$ cat src/mavgw_pkg.sv
`default_nettype none

package mavgw_pkg;

    // Window length register
    localparam int WL_BITS = 6;
    localparam int WL_VALUES = 2 ** WL_BITS;
    localparam logic [WL_BITS-1:0] WL_RESET = 6'd16;

    // Running sum and quotient format
    localparam int SUM_BITS = 32;
    localparam int FRAC_BITS = 8;
    localparam int DVD_BITS = SUM_BITS + FRAC_BITS;
    localparam int STEP_BITS = $clog2(DVD_BITS);

    // Per-item control decided by the front end.
    typedef struct packed {
        logic [WL_BITS-1:0] divisor;
        logic               warm;
        logic               skip_read;
    } t_job_ctl;

    typedef enum logic [2:0] {
        BK_CLEAR,
        BK_IDLE,
        BK_READ,
        BK_ADD,
        BK_SIGN,
        BK_DIV,
        BK_DONE
    } t_back_state;

endpackage

`default_nettype wire

$ cat src/mavgw_ram.sv
`default_nettype none

module mavgw_ram #(
    parameter int WIDTH = 24,
    parameter int DEPTH = 64,
    localparam int AW = $clog2(DEPTH)
) (
    input  wire logic             i_clk,
    input  wire logic             i_we,
    input  wire logic [AW-1:0]    i_waddr,
    input  wire logic [WIDTH-1:0] i_wdata,
    input  wire logic [AW-1:0]    i_raddr,
    output logic      [WIDTH-1:0] o_rdata
);

    logic [WIDTH-1:0] r_mem [DEPTH];
    logic [WIDTH-1:0] r_rdata;

    always_ff @(posedge i_clk) begin
        if (i_we) begin
            r_mem[i_waddr] <= i_wdata;
        end
        r_rdata <= r_mem[i_raddr];
    end

    assign o_rdata = r_rdata;

endmodule

`default_nettype wire

$ cat src/mavgw_front.sv
`default_nettype none

module mavgw_front
    import mavgw_pkg::*;
#(
    parameter int RING_DEPTH = 64,
    parameter int SAMPLE_BITS = 24,
    localparam int AW = $clog2(RING_DEPTH)
) (
    input  wire logic                   i_clk,
    input  wire logic                   i_rst_n,
    input  wire logic                   i_push,
    input  wire logic [SAMPLE_BITS-1:0] i_sample,
    input  wire logic [WL_BITS-1:0]     i_window,
    input  wire logic                   i_block,
    output logic                        o_full,
    output logic                        o_job_valid,
    output logic      [SAMPLE_BITS-1:0] o_job_sample,
    output logic      [AW-1:0]          o_job_wp,
    output logic      [AW-1:0]          o_job_old,
    output t_job_ctl                    o_job_ctl
);

    logic [AW-1:0]      r_wp, n_wp;
    logic [WL_BITS-1:0] r_warm_left, n_warm_left;
    logic [WL_BITS-1:0] w_eff;
    logic [AW-1:0]      wp_adv;
    logic [AW-1:0]      back_tab [WL_VALUES];
    logic [AW-1:0]      back;
    logic [AW-1:0]      old_lo;
    logic [AW:0]        old_hi;
    logic               accept;
    t_job_ctl           ctl;

    // Look-back distance for every window value, reduced modulo the ring depth.
    for (genvar k = 0; k < WL_VALUES; k++) begin : g_back
        assign back_tab[k] = AW'(k % RING_DEPTH);
    end

    assign accept = i_push && !i_block;
    assign w_eff  = (i_window == '0) ? WL_BITS'(1) : i_window;
    assign wp_adv = (r_wp == AW'(RING_DEPTH - 1)) ? '0 : r_wp + AW'(1);
    assign back   = back_tab[w_eff];
    assign old_lo = wp_adv - back;
    assign old_hi = (AW+1)'(wp_adv) + (AW+1)'(RING_DEPTH) - (AW+1)'(back);

    always_comb begin
        n_warm_left   = r_warm_left;
        n_wp          = r_wp;
        ctl.skip_read = (back == '0);
        if (r_warm_left != '0) begin
            ctl.divisor = (r_warm_left < w_eff) ? w_eff - r_warm_left : WL_BITS'(1);
            ctl.warm    = 1'b0;
            if (accept) begin
                n_warm_left = r_warm_left - WL_BITS'(1);
            end
        end else begin
            ctl.divisor = w_eff;
            ctl.warm    = 1'b1;
        end
        if (accept) begin
            n_wp = wp_adv;
        end
    end

    always_ff @(posedge i_clk) begin
        if (!i_rst_n) begin
            r_wp        <= '0;
            r_warm_left <= WL_RESET - WL_BITS'(1);
        end else begin
            r_wp        <= n_wp;
            r_warm_left <= n_warm_left;
        end
    end

    assign o_full       = i_block;
    assign o_job_valid  = accept;
    assign o_job_sample = i_sample;
    assign o_job_wp     = wp_adv;
    assign o_job_old    = (wp_adv >= back) ? old_lo : old_hi[AW-1:0];
    assign o_job_ctl    = ctl;

endmodule

`default_nettype wire

$ cat src/mavgw_queue.sv
`default_nettype none

module mavgw_queue #(
    parameter int WIDTH = 40
) (
    input  wire logic             i_clk,
    input  wire logic             i_rst_n,
    input  wire logic             i_push,
    input  wire logic [WIDTH-1:0] i_data,
    output logic                  o_full,
    input  wire logic             i_pop,
    output logic      [WIDTH-1:0] o_data,
    output logic                  o_empty
);

    logic [WIDTH-1:0] r_mem [2];
    logic             r_wr_ptr;
    logic             r_rd_ptr;
    logic [1:0]       r_count;
    logic             do_push;
    logic             do_pop;

    assign o_full  = (r_count == 2'd2);
    assign o_empty = (r_count == 2'd0);
    assign o_data  = r_mem[r_rd_ptr];
    assign do_push = i_push && !o_full;
    assign do_pop  = i_pop && !o_empty;

    always_ff @(posedge i_clk) begin
        if (do_push) begin
            r_mem[r_wr_ptr] <= i_data;
        end
    end

    always_ff @(posedge i_clk) begin
        if (!i_rst_n) begin
            r_wr_ptr <= 1'b0;
            r_rd_ptr <= 1'b0;
            r_count  <= 2'd0;
        end else begin
            if (do_push) begin
                r_wr_ptr <= !r_wr_ptr;
            end
            if (do_pop) begin
                r_rd_ptr <= !r_rd_ptr;
            end
            case ({do_push, do_pop})
                2'b10:   r_count <= r_count + 2'd1;
                2'b01:   r_count <= r_count - 2'd1;
                default: r_count <= r_count;
            endcase
        end
    end

endmodule

`default_nettype wire

$ cat src/mavgw_back.sv
`default_nettype none

module mavgw_back
    import mavgw_pkg::*;
#(
    parameter int RING_DEPTH = 64,
    parameter int SAMPLE_BITS = 24,
    localparam int AW = $clog2(RING_DEPTH)
) (
    input  wire logic                   i_clk,
    input  wire logic                   i_rst_n,
    input  wire logic                   i_job_empty,
    input  wire logic [SAMPLE_BITS-1:0] i_job_sample,
    input  wire logic [AW-1:0]          i_job_wp,
    input  wire logic [AW-1:0]          i_job_old,
    input  t_job_ctl                    i_job_ctl,
    output logic                        o_job_pop,
    output logic                        o_clearing,
    input  wire logic                   i_pop,
    output logic                        o_empty,
    output logic      [SUM_BITS-1:0]    o_average,
    output logic                        o_warmed_up
);

    localparam logic [SUM_BITS-1:0] SAT_MAX = {1'b0, {(SUM_BITS-1){1'b1}}};
    localparam logic [SUM_BITS-1:0] SAT_MIN = {1'b1, {(SUM_BITS-1){1'b0}}};

    t_back_state r_state, n_state;

    logic [AW-1:0]          r_clr_addr;
    logic [SAMPLE_BITS-1:0] r_sample;
    logic [AW-1:0]          r_wp;
    logic [AW-1:0]          r_old;
    t_job_ctl               r_ctl;
    logic [SUM_BITS-1:0]    r_sum;
    logic                   r_neg;
    logic [DVD_BITS-1:0]    r_dvd;
    logic [WL_BITS-1:0]     r_rem;
    logic [STEP_BITS-1:0]   r_step;
    logic                   r_out_valid;
    logic [SUM_BITS-1:0]    r_average;
    logic                   r_warm;

    logic                   ram_we;
    logic [AW-1:0]          ram_waddr;
    logic [SAMPLE_BITS-1:0] ram_wdata;
    logic [SAMPLE_BITS-1:0] ram_rdata;

    logic signed [SAMPLE_BITS-1:0] new_s;
    logic signed [SAMPLE_BITS-1:0] old_s;
    logic [SUM_BITS-1:0]    sum_nx;
    logic [SUM_BITS-1:0]    mag;
    logic [WL_BITS:0]       rem_sh;
    logic [WL_BITS:0]       rem_sub;
    logic                   q_bit;
    logic                   pos_ovf;
    logic                   neg_ovf;
    logic [SUM_BITS-1:0]    result;
    logic                   out_free;
    logic                   load_out;
    logic                   take_job;

    mavgw_ram #(
        .WIDTH (SAMPLE_BITS),
        .DEPTH (RING_DEPTH)
    ) u_ring (
        .i_clk   (i_clk),
        .i_we    (ram_we),
        .i_waddr (ram_waddr),
        .i_wdata (ram_wdata),
        .i_raddr (r_old),
        .o_rdata (ram_rdata)
    );

    assign out_free = !r_out_valid || i_pop;

    always_comb begin
        n_state = r_state;
        unique case (r_state)
            BK_CLEAR: if (r_clr_addr == AW'(RING_DEPTH - 1)) n_state = BK_IDLE;
            BK_IDLE:  if (!i_job_empty) n_state = BK_READ;
            BK_READ:  n_state = BK_ADD;
            BK_ADD:   n_state = BK_SIGN;
            BK_SIGN:  n_state = BK_DIV;
            BK_DIV:   if (r_step == STEP_BITS'(DVD_BITS - 1)) n_state = BK_DONE;
            BK_DONE:  if (out_free) n_state = BK_IDLE;
            default:  n_state = BK_CLEAR;
        endcase
    end

    always_comb begin
        take_job  = (r_state == BK_IDLE) && !i_job_empty;
        ram_we    = (r_state == BK_CLEAR) || (r_state == BK_ADD);
        ram_waddr = (r_state == BK_CLEAR) ? r_clr_addr : r_wp;
        ram_wdata = (r_state == BK_CLEAR) ? '0 : r_sample;
        load_out  = (r_state == BK_DONE) && out_free;
    end

    // When the window is a multiple of the ring depth the removed sample is
    // the one just written, so the value read from the ring is not used.
    assign new_s  = r_sample;
    assign old_s  = r_ctl.skip_read ? r_sample : ram_rdata;
    assign sum_nx = r_sum + SUM_BITS'(new_s) - SUM_BITS'(old_s);
    assign mag    = r_sum[SUM_BITS-1] ? (~r_sum + SUM_BITS'(1)) : r_sum;

    // One restoring step per cycle; the quotient shifts into the dividend.
    assign rem_sh  = {r_rem, r_dvd[DVD_BITS-1]};
    assign q_bit   = (rem_sh >= {1'b0, r_ctl.divisor});
    assign rem_sub = q_bit ? rem_sh - {1'b0, r_ctl.divisor} : rem_sh;

    assign pos_ovf = |r_dvd[DVD_BITS-1:SUM_BITS-1];
    assign neg_ovf = (|r_dvd[DVD_BITS-1:SUM_BITS])
                     || (r_dvd[SUM_BITS-1] && |r_dvd[SUM_BITS-2:0]);

    always_comb begin
        if (r_neg) begin
            result = neg_ovf ? SAT_MIN : (~r_dvd[SUM_BITS-1:0] + SUM_BITS'(1));
        end else begin
            result = pos_ovf ? SAT_MAX : r_dvd[SUM_BITS-1:0];
        end
    end

    always_ff @(posedge i_clk) begin
        if (!i_rst_n) begin
            r_state     <= BK_CLEAR;
            r_clr_addr  <= '0;
            r_sum       <= '0;
            r_out_valid <= 1'b0;
        end else begin
            r_state <= n_state;
            if (r_state == BK_CLEAR) begin
                r_clr_addr <= r_clr_addr + AW'(1);
            end
            if (r_state == BK_ADD) begin
                r_sum <= sum_nx;
            end
            if (load_out) begin
                r_out_valid <= 1'b1;
            end else if (i_pop) begin
                r_out_valid <= 1'b0;
            end
        end
    end

    always_ff @(posedge i_clk) begin
        if (take_job) begin
            r_sample <= i_job_sample;
            r_wp     <= i_job_wp;
            r_old    <= i_job_old;
            r_ctl    <= i_job_ctl;
        end
        if (r_state == BK_SIGN) begin
            r_neg  <= r_sum[SUM_BITS-1];
            r_dvd  <= {mag, {FRAC_BITS{1'b0}}};
            r_rem  <= '0;
            r_step <= '0;
        end else if (r_state == BK_DIV) begin
            r_dvd  <= {r_dvd[DVD_BITS-2:0], q_bit};
            r_rem  <= rem_sub[WL_BITS-1:0];
            r_step <= r_step + STEP_BITS'(1);
        end
        if (load_out) begin
            r_average <= result;
            r_warm    <= r_ctl.warm;
        end
    end

    assign o_job_pop   = take_job;
    assign o_clearing  = (r_state == BK_CLEAR);
    assign o_empty     = !r_out_valid;
    assign o_average   = r_average;
    assign o_warmed_up = r_warm;

    a_rem_below_divisor : assert property (@(posedge i_clk) disable iff (!i_rst_n)
        (r_state == BK_DIV) |-> (r_rem < r_ctl.divisor))
        else $error("divider remainder not below divisor");

    a_divisor_nonzero : assert property (@(posedge i_clk) disable iff (!i_rst_n)
        take_job |-> (i_job_ctl.divisor != '0))
        else $error("job taken with a zero divisor");

    a_read_apart_from_write : assert property (@(posedge i_clk) disable iff (!i_rst_n)
        ((r_state == BK_ADD) && !r_ctl.skip_read) |-> (r_wp != r_old))
        else $error("ring read and write collide on one item");

    a_no_job_while_clearing : assert property (@(posedge i_clk) disable iff (!i_rst_n)
        (r_state == BK_CLEAR) |-> i_job_empty)
        else $error("job queued while the ring is being cleared");

endmodule

`default_nettype wire

$ cat src/moving_average_warmup_top.sv
// An accepted beat goes into the queue; the back end takes it when idle, reads the ring,
// updates the sum, runs the 40-step serial divider and registers the result, and only
// then takes the next item. Up to two further items are accepted into the queue while
// the back end is busy. Reset is synchronous and active low; afterwards the sample ring
// is cleared at one entry per cycle, during which full stays high.
`default_nettype none

module moving_average_warmup_top
    import mavgw_pkg::*;
#(
    parameter int RING_DEPTH = 64,
    parameter int SAMPLE_BITS = 24
) (
    input  wire logic                   i_clk,
    input  wire logic                   i_rst_n,
    input  wire logic                   push,
    output logic                        full,
    input  wire logic [SAMPLE_BITS-1:0] i_sample,
    output logic                        empty,
    input  wire logic                   pop,
    output logic      [SUM_BITS-1:0]    o_average,
    output logic                        o_warmed_up,
    input  wire logic                   i_cfg_valid,
    output logic                        o_cfg_ready,
    input  wire logic [WL_BITS-1:0]     i_cfg_data
);

    localparam int AW = $clog2(RING_DEPTH);
    localparam int CTL_BITS = $bits(t_job_ctl);
    localparam int JOB_BITS = SAMPLE_BITS + 2 * AW + CTL_BITS;

    logic [WL_BITS-1:0]     r_window_length;

    logic                   block;
    logic                   job_valid;
    logic [SAMPLE_BITS-1:0] job_sample;
    logic [AW-1:0]          job_wp;
    logic [AW-1:0]          job_old;
    t_job_ctl               job_ctl;

    logic                   q_full;
    logic                   q_empty;
    logic                   q_pop;
    logic [JOB_BITS-1:0]    q_rd_data;
    logic                   clearing;

    always_ff @(posedge i_clk) begin
        if (!i_rst_n) begin
            r_window_length <= WL_RESET;
        end else if (i_cfg_valid) begin
            r_window_length <= i_cfg_data;
        end
    end

    assign o_cfg_ready = 1'b1;
    assign block       = q_full || clearing;

    mavgw_front #(
        .RING_DEPTH  (RING_DEPTH),
        .SAMPLE_BITS (SAMPLE_BITS)
    ) u_front (
        .i_clk        (i_clk),
        .i_rst_n      (i_rst_n),
        .i_push       (push),
        .i_sample     (i_sample),
        .i_window     (r_window_length),
        .i_block      (block),
        .o_full       (full),
        .o_job_valid  (job_valid),
        .o_job_sample (job_sample),
        .o_job_wp     (job_wp),
        .o_job_old    (job_old),
        .o_job_ctl    (job_ctl)
    );

    mavgw_queue #(
        .WIDTH (JOB_BITS)
    ) u_queue (
        .i_clk   (i_clk),
        .i_rst_n (i_rst_n),
        .i_push  (job_valid),
        .i_data  ({job_sample, job_wp, job_old, job_ctl}),
        .o_full  (q_full),
        .i_pop   (q_pop),
        .o_data  (q_rd_data),
        .o_empty (q_empty)
    );

    mavgw_back #(
        .RING_DEPTH  (RING_DEPTH),
        .SAMPLE_BITS (SAMPLE_BITS)
    ) u_back (
        .i_clk        (i_clk),
        .i_rst_n      (i_rst_n),
        .i_job_empty  (q_empty),
        .i_job_sample (q_rd_data[CTL_BITS+2*AW +: SAMPLE_BITS]),
        .i_job_wp     (q_rd_data[CTL_BITS+AW +: AW]),
        .i_job_old    (q_rd_data[CTL_BITS +: AW]),
        .i_job_ctl    (t_job_ctl'(q_rd_data[CTL_BITS-1:0])),
        .o_job_pop    (q_pop),
        .o_clearing   (clearing),
        .i_pop        (pop),
        .o_empty      (empty),
        .o_average    (o_average),
        .o_warmed_up  (o_warmed_up)
    );

endmodule

`default_nettype wire
$ cat config.mk
export PLATFORM = sky130hd
export DESIGN_NAME = moving_average_warmup_top
export DESIGN_NICKNAME = d
export VERILOG_FILES = /design/src/mavgw_pkg.sv /design/src/mavgw_ram.sv /design/src/mavgw_front.sv /design/src/mavgw_queue.sv /design/src/mavgw_back.sv /design/src/moving_average_warmup_top.sv
export SDC_FILE = /design/constraint.sdc
export NUM_CORES = 2
export LEC_CHECK = 0
export BUFFER_PORTS_ARGS = -buffer_cell sky130_fd_sc_hd__buf_2
export CAP_MARGIN = 10
export CORE_AREA = 2 2 398 400
export DETAILED_ROUTE_END_ITERATION = 12
export DIE_AREA = 0 0 400 402
export GPL_ROUTABILITY_DRIVEN = 0
export PLACE_DENSITY = 0.59
export SYNTH_ARGS = -nofsm -noshare
export SYNTH_HDL_FRONTEND = slang
export SYNTH_SLANG_ARGS = --single-unit
$ cat constraint.sdc
create_clock -name i_clk -period 5.7 [get_ports i_clk]
set_input_delay 0.57 -clock i_clk [delete_from_list [all_inputs] [get_ports i_clk]]
set_output_delay 0.57 -clock i_clk [all_outputs]
set_load 0.05 [all_outputs]
# Word-level counts from Yosys, hierarchy flattened

Memories as Yosys holds them, arrays and structs flattened. A register that Yosys moved wholly into a read port is not among the register bits.
Index checks and enable logic that the tools add are counted.

Flip-flop bits (word level): 150
Memories: 3
Memory bits (read-only): 384
Word-level logic and storage cells: 116
RAM bits: 1624

Memories:

| name                | words | bits a word | rd ports | clocked after memory_dff | write ports | RTL line          | source |
|---|---|---|---|---|---|---|---|
| u_back.u_ring.r_mem | 64    | 24          | 1        | 1                        | 1           | mavgw_ram.sv:16   | `logic [WIDTH-1:0] r_mem [DEPTH];` |
| (name not given)    | 64    | 6           | 1        | 0                        | 0           | mavgw_front.sv:43 | `assign back = back_tab[w_eff];` |
| u_queue.r_mem       | 2     | 44          | 1        | 1                        | 1           | mavgw_queue.sv:16 | `logic [WIDTH-1:0] r_mem [2];` |

Reduce and logical (&&, ||, !) cells: 29
Add/subtract/negate cells: 15
Multiplexer cells: 29
Order comparisons: 4
Eq/ne operators: 16
Bitwise gates (word level): 3

Operator list:

| cell                  | count |
|---|---|
| $mux 32               | 4 |
| $mux 40               | 2 |
| $add 32x1->32 const B | 2 |
| $not 32->32           | 2 |
| $mux 24               | 2 |
| $mux 6                | 8 |
| $add 32x32->32        | 1 |
| $sub 32x32->32        | 1 |
| $reduce_or 31->1      | 1 |
| $add 6x1->6 const B   | 4 |
| $sub 6x6->6           | 4 |
| $pmux 3 s7            | 1 |
| $eq 6x6->1 const B    | 3 |
| $logic_not 6->1       | 2 |
| $mux 3                | 4 |
| $eq 3x3->1 const B    | 3 |
| $reduce_or 9->1       | 1 |
| $reduce_or 8->1       | 1 |
| $ge 7x6->1            | 1 |
| $ge 7x7->1 const B    | 1 |
| $mux 7                | 1 |
| $not 6->7             | 1 |
| $eq 3x2->1 const B    | 2 |
| $ge 6x6->1            | 1 |
| 20 further kinds      | 43 |

# Logic depth before layout (Yosys ltp)

Word-level depth: 8
Mapped depth: 15
Mapped depth without buffers: 13

# Modules after synthesis

A second synthesis with hierarchy kept.

Cell total of the unflattened synthesis: 4238
Area, all modules: 75721.4 µm²

Modules (own cells, without submodules):

| module                    | cells each | instances | sequential area each (µm²) | area an instance (µm²) |
|---|---|---|---|---|
| mavgw_ram                 | 2610       | 1         | 46604.7                    | 59295.6 |
| mavgw_back                | 1270       | 1         | 4544.4                     | 11410.9 |
| mavgw_queue               | 163        | 1         | 2742.6                     | 3399.5 |
| mavgw_front               | 173        | 1         | 240.2                      | 1371.3 |
| moving_average_warmup_top | 22         | 1         | 120.1                      | 244.0 |

# Worst setup path after synthesis

OpenSTA, ideal clock, no wires.

Kind: flip-flop to flip-flop
From: register u_back.r_state[0]
To: register u_queue.r_count[1]
Library setup time: 0.071 ns
Path slack: 0.596 ns
Data arrival time: 5.034 ns
Stages on the path, launching flop included: 7
Period minus slack after synthesis: 5.104 ns
Data required time: 5.629 ns
Path through: dfxtp_1 buf_1 nand2b_1 nor3_1 ha_1 or3_1 a21oi_1

RTL lines:

| element                                                | RTL line                        | source |
|---|---|---|
| start: declaration                                     | mavgw_back.sv:28                | `t_back_state r_state, n_state;` |
| start signal: assignment                               | mavgw_back.sv:130               | `r_state <= n_state;` |
| $eq 3x1->1 *                                           | mavgw_back.sv:92                | `take_job = (r_state == BK_IDLE) && !i_job_empty;` |
| $logic_and 1x1->1 *                                    | mavgw_back.sv:92                |  |
| named net q_pop                                        | moving_average_warmup_top.sv:43 | `logic q_pop;` |
| $logic_and 1x1->1 *                                    | mavgw_queue.sv:27               | `assign do_pop = i_pop && !o_empty;` |
| $eq 2x1->1 / $eq 2x2->1 (equally long branches)        | mavgw_queue.sv:47               | `case ({do_push, do_pop})` |
| $pmux 2 s2 / $reduce_bool 2->1 (equally long branches) | n/a                             |  |
| end signal: assignment                                 | mavgw_queue.sv:48               | `2'b10: r_count <= r_count + 2'd1;` |
| end signal: assignment                                 | mavgw_queue.sv:49               | `2'b01: r_count <= r_count - 2'd1;` |
| end signal: assignment                                 | mavgw_queue.sv:50               | `default: r_count <= r_count;` |
| end: declaration                                       | mavgw_queue.sv:19               | `logic [1:0] r_count;` |

The timed path passes the listed nets; every way through them passes the cells marked *.
A chain may end at the register's enable or synchronous reset.

# Worst setup path in the final report

From: register, netlist name u_back.r_ctl[0]
To: register u_back.r_sum[30]

Word-level cells in the longest chain between the ends: 2

Ends and longest elaborated chain:

| element                | RTL line          | source |
|---|---|---|
| $mux 24                | mavgw_back.sv:102 | `assign old_s = r_ctl.skip_read ? r_sample : ram_rdata;` |
| $sub 32x32->32         | mavgw_back.sv:103 | `assign sum_nx = r_sum + SUM_BITS'(new_s) - SUM_BITS'(old_s);` |
| end signal: assignment | mavgw_back.sv:135 | `r_sum <= sum_nx;` |
| end: declaration       | mavgw_back.sv:35  | `logic [SUM_BITS-1:0] r_sum;` |

Every way passes these cells.

==> metrics list <==
- Status: complete, no violations
* Delay contributed by the slowest stage of the critical path: approximately 0.53 ns
- Synthesis handed over a netlist of between 3000 and 4000 instances.
- For met2 alone, demand over resource in global routing was 0.385.
- The number of global-route vias before repair was between 30000 and 40000.
* Normalized max-slew margin: 0.182
- Clock skew on the completed layout was measured at 0.0352 ns.
- In this run the deepest clock path goes through 3 buffers.
- Maximum level of the CTS H-tree: 4
* Library cell used as clock root buffer: clkbuf_16
- Initial cell density of the core: 0.477
- GRT Total Usage: 0.233
- By instance count, the cell type seen most on the critical path is o211ai_1.
- Max Cap Violations: 0
- At the pin with the least slew margin, the transition time is ~1.2 ns.
- The floorplan has 146 rows.
- Data arrival time of the critical path: 5.07 ns
* Netlist area before placement: roughly 75000 um2
- Via Count: approximately 37000
* Most instantiated flip-flop cell in the synthesis netlist: edfxtp_1
- Global-route wire length before repair: between 200 and 300 mm
* CTS sink cnt: about 1800
* Die height: around 400 um
* Tcrit/Tclk final: 0.770
- Hold Vio Cnt, Final: 0
* Drt pass-1 iters: 8
- Antenna viol nets, final: 0
- The layer flagged by global routing as most heavily used is met2.
- The total count of max-transition violations in the final report came to 0.
* Setup repair after global routing missed its margin: false
- Die boundary width: ~400 um
* Layout net count: roughly 4200
- Summed over all layers, the global routing overflow is 0.
- By area the synthesized netlist is led by edfxtp_1 (70%), mux4_2 (15%), dfxtp_1 (2.9%).
- Setup fix buffers added after clock tree synthesis: 0
- The netlist uses 71 different library cells.
- TritonCTS buffer count: between 150 and 200
* Post-route DRC: 0
- Final wirelength: between 150 and 200 mm
- The number of antenna violations at the first check in global routing is 9.
- For the worst setup path, the data required time is about 6.4 ns.
- For met1 alone, demand over resource in global routing was 0.323.
* Boundary Pins: 71
* Layout cells sized above 1: 0.265
- Number of buffers and inverters on the critical path: 2
- Startpoint type of the worst setup path: register
- After synthesis, the mean cell area works out to about 19 um2.
* Biggest area consumer among synthesized cells: edfxtp_1
* Clock tree from TritonCTS: built
- Along the worst path, the maximum fanout reaches 20.
- Peak clock frequency supported by timing: 228 MHz
- On the critical path the largest part of the delay comes from compound AO/OA/AOI/OAI gates.
- Slowest cell on crit path: a2111oi_0
- Worst hold slack: 0.106 ns
- The tightest min-delay check is of the input pin to register type.
* Average wire per cell in the routed design: roughly 29 um
- Global-route met3 utilization: 0.0383
* Placed wire-length estimate after detailed placement: 109 mm
- The worst setup path is captured at a register.
* Power per unit of standard cell area: between 400 and 500 nW/um2
- Maximum number of pins on one net before global-route repair: 82
* Worst voltage drop across the vdd grid: about 0.00031 V
- Post-synthesis to final-layout area growth: 13.8%
- For the final routed database, the setup TNS stands at 0 ns.
- The synthesized design contains 1842 register bits.
- OpenSTA, run right after detailed placement, puts the worst setup slack at 1.26 ns.
* Static leakage: about 28 nW
* Sequential element share of the synthesized area: 0.724
- In this run the standard cell core region covers 157000 um2.
* DRC violation total after the first TritonRoute iteration: ~3700
- The clock reaches the later pin of the worst-skew pair after around 0.8 ns.
* Number of enable-type register cells in the synthesized netlist: approximately 1700
* Cell Chain, Critical Path: buf_4, mux2_2, fa_1, inv_1, ha_1, a21o_1, a221oi_1, o31ai_1, a21oi_1, o211ai_1, a2111oi_0, or3_1, o211ai_1
- Fin crit period: ~4.4 ns
- Post-layout total power: roughly 35 mW
- Critical path start-end classification: register to register
- Number of warnings reported in the yosys synthesis log: 0
- After clock tree synthesis, the clock-pin slew on the worst setup and hold paths is 0.07 ns.
- In the post-route analysis, the smallest setup slack over all paths is between 1 and 1.5 ns.
* Per-cell via count in the routed design: between 5 and 6
- Fraction of registers with async set/reset: 0
* Die outline area: approximately 160000 um2
- Of the post-synthesis cell area, the dominant cell type holds 0.696.
- In this run the tool buffered the top-level ports with 69 buffer cells.
* Final Setup Violations: 0
## stage by stage
step,cells,cell area [um2],util
6_report,6347,85200,0.542
5_1_grt,6346,85200,0.542
3_5_place_dp,5975,78800,0.501
4_1_cts,6343,85200,0.542
3_3_place_gp,5975,78800,0.501
2_1_floorplan,3910,74900,-
## placed cells by master, fill, tap and decap left out, types with 24 or more instances in the layout
cell type and instances:
a21oi_1 121, nand2_1 181, xnor2_1 58, mux2i_1 32
buf_2 69, nor2_1 103, ha_1 58, dlygate4sd3_1 29
nor2_4 83, buf_4 106, dfxtp_1 106, inv_1 171
clkinv_2 32, a21o_1 24, nor3_1 33, clkbuf_16 191
o21ai_0 68, clkinv_1 32, mux4_2 489, fa_1 34
clkbuf_1 45, nand3_1 34, edfxtp_1 1734, mux2_2 70
or3_1 25
## per-layer routing
layer,vias up,wire (um)
met5,-,0
met4,0,4710
met3,257,10500
met2,1135,92000
met1,19800,77500
li1,16200,-
## power breakdown
part           internal, mW  leakage, nW  switching [mW]  total (mW)
Combinational          1.62         8.10            4.07        5.69
Sequential             16.9         16.9           0.296        17.2
Clock                  7.08         2.95            5.18        12.3
Total                  25.6         27.9            9.55        35.2
## sequential cells by signal, indices dropped and copies added, names as in the netlist, 2 cells and up
| signal | flops |
|---|---|
| u_queue.r_count | 2 |
| u_back.r_ctl | 8 |
| u_back.r_wp | 6 |
| u_back.r_step | 6 |
| u_back.r_dvd | 40 |
| u_back.r_clr_addr | 6 |
| r_window_length | 6 |
| u_back.r_rem | 6 |
| u_back.r_old | 6 |
| u_back.u_ring.r_mem | 1536 |
| u_front.r_wp | 6 |
| u_back.r_sum | 32 |
| u_back.new_s | 24 |
| u_back.r_state | 3 |
| u_back.u_ring.o_rdata | 24 |
| u_front.r_warm_left | 6 |
| u_back.o_average | 32 |
| u_queue.r_mem | 88 |
## cell families after synthesis
logic type | Yosys count | share of synthesized area
DFF | 1842 | 0.724
muxes | 591 | 0.162
and+or+nand+nor | 568 | 0.0349
buffers and inverters | 371 | 0.0193
AOI/OAI and AO/OA | 367 | 0.0317
adders and majority gates | 92 | 0.0188
xor gates and xnor gates | 76 | 0.00889
other | 2 | 0.000100
## worst min-delay path: cells and delay by family
| kind | cells | cell delay (ns) |
|---|---|---|
| muxes | 1 | 0.07 |
| and+or+nand+nor | 1 | 0.08 |
| buffers and inverters | 1 | 0.11 |
## synthesized netlist by cell type (11+ instances only)
library cell,instances
mux2i_1,32
or3_1,25
ha_1,58
nor2b_1,22
inv_1,171
buf_1,44
o31ai_1,21
o311ai_0,14
a21oi_1,121
nand2_1,181
nor2_1,192
mux4_2,489
nand2b_1,14
o311ai_1,11
nor3_1,35
a21o_1,24
a211oi_1,21
o41ai_1,14
edfxtp_1,1734
nand3_1,34
o21ai_0,68
xnor2_1,58
clkbuf_1,137
mux2_2,70
xor2_1,18
fa_1,34
dfxtp_1,108
## area by class of cell
cell class / instances / area [um2]
Antenna cell: 4 / 10.0
Clock buffer: 237 / 4960
Clock inverter: 102 / 1150
Fill cell: 12100 / 71900
Inverter: 175 / 657
Multi-Input combinational cell: 1697 / 19900
Sequential cell: 1842 / 54200
Tap cell: 2072 / 2590
Timing Repair Buffer: 218 / 1710
## timing repair
item | CTS | global route
endpoints found under the setup margin | 0 | 0
gates resized for setup | 0 | 0
hold endpoints to repair | 52 | 0
hold buffers | 29 | 0
## worst paths after layout
kind | to | cells after the start | start | slack, ns
max | u_back.r_sum[30]$_SDFFE_PN0P_ | 13 | u_back.r_ctl[0]$_DFFE_PP_ | 1.31
min | r_window_length[3]$_SDFFE_PN0P_ | 3 | i_cfg_data[3] | 0.11
max reg2reg | u_back.r_sum[30]$_SDFFE_PN0P_ | 13 | u_back.r_ctl[0]$_DFFE_PP_ | 1.31
min reg2reg | u_back.o_warmed_up$_DFFE_PP_ | 0 | u_back.r_ctl[1]$_DFFE_PP_ | 0.45
Power figures use the tool's default switching activity.
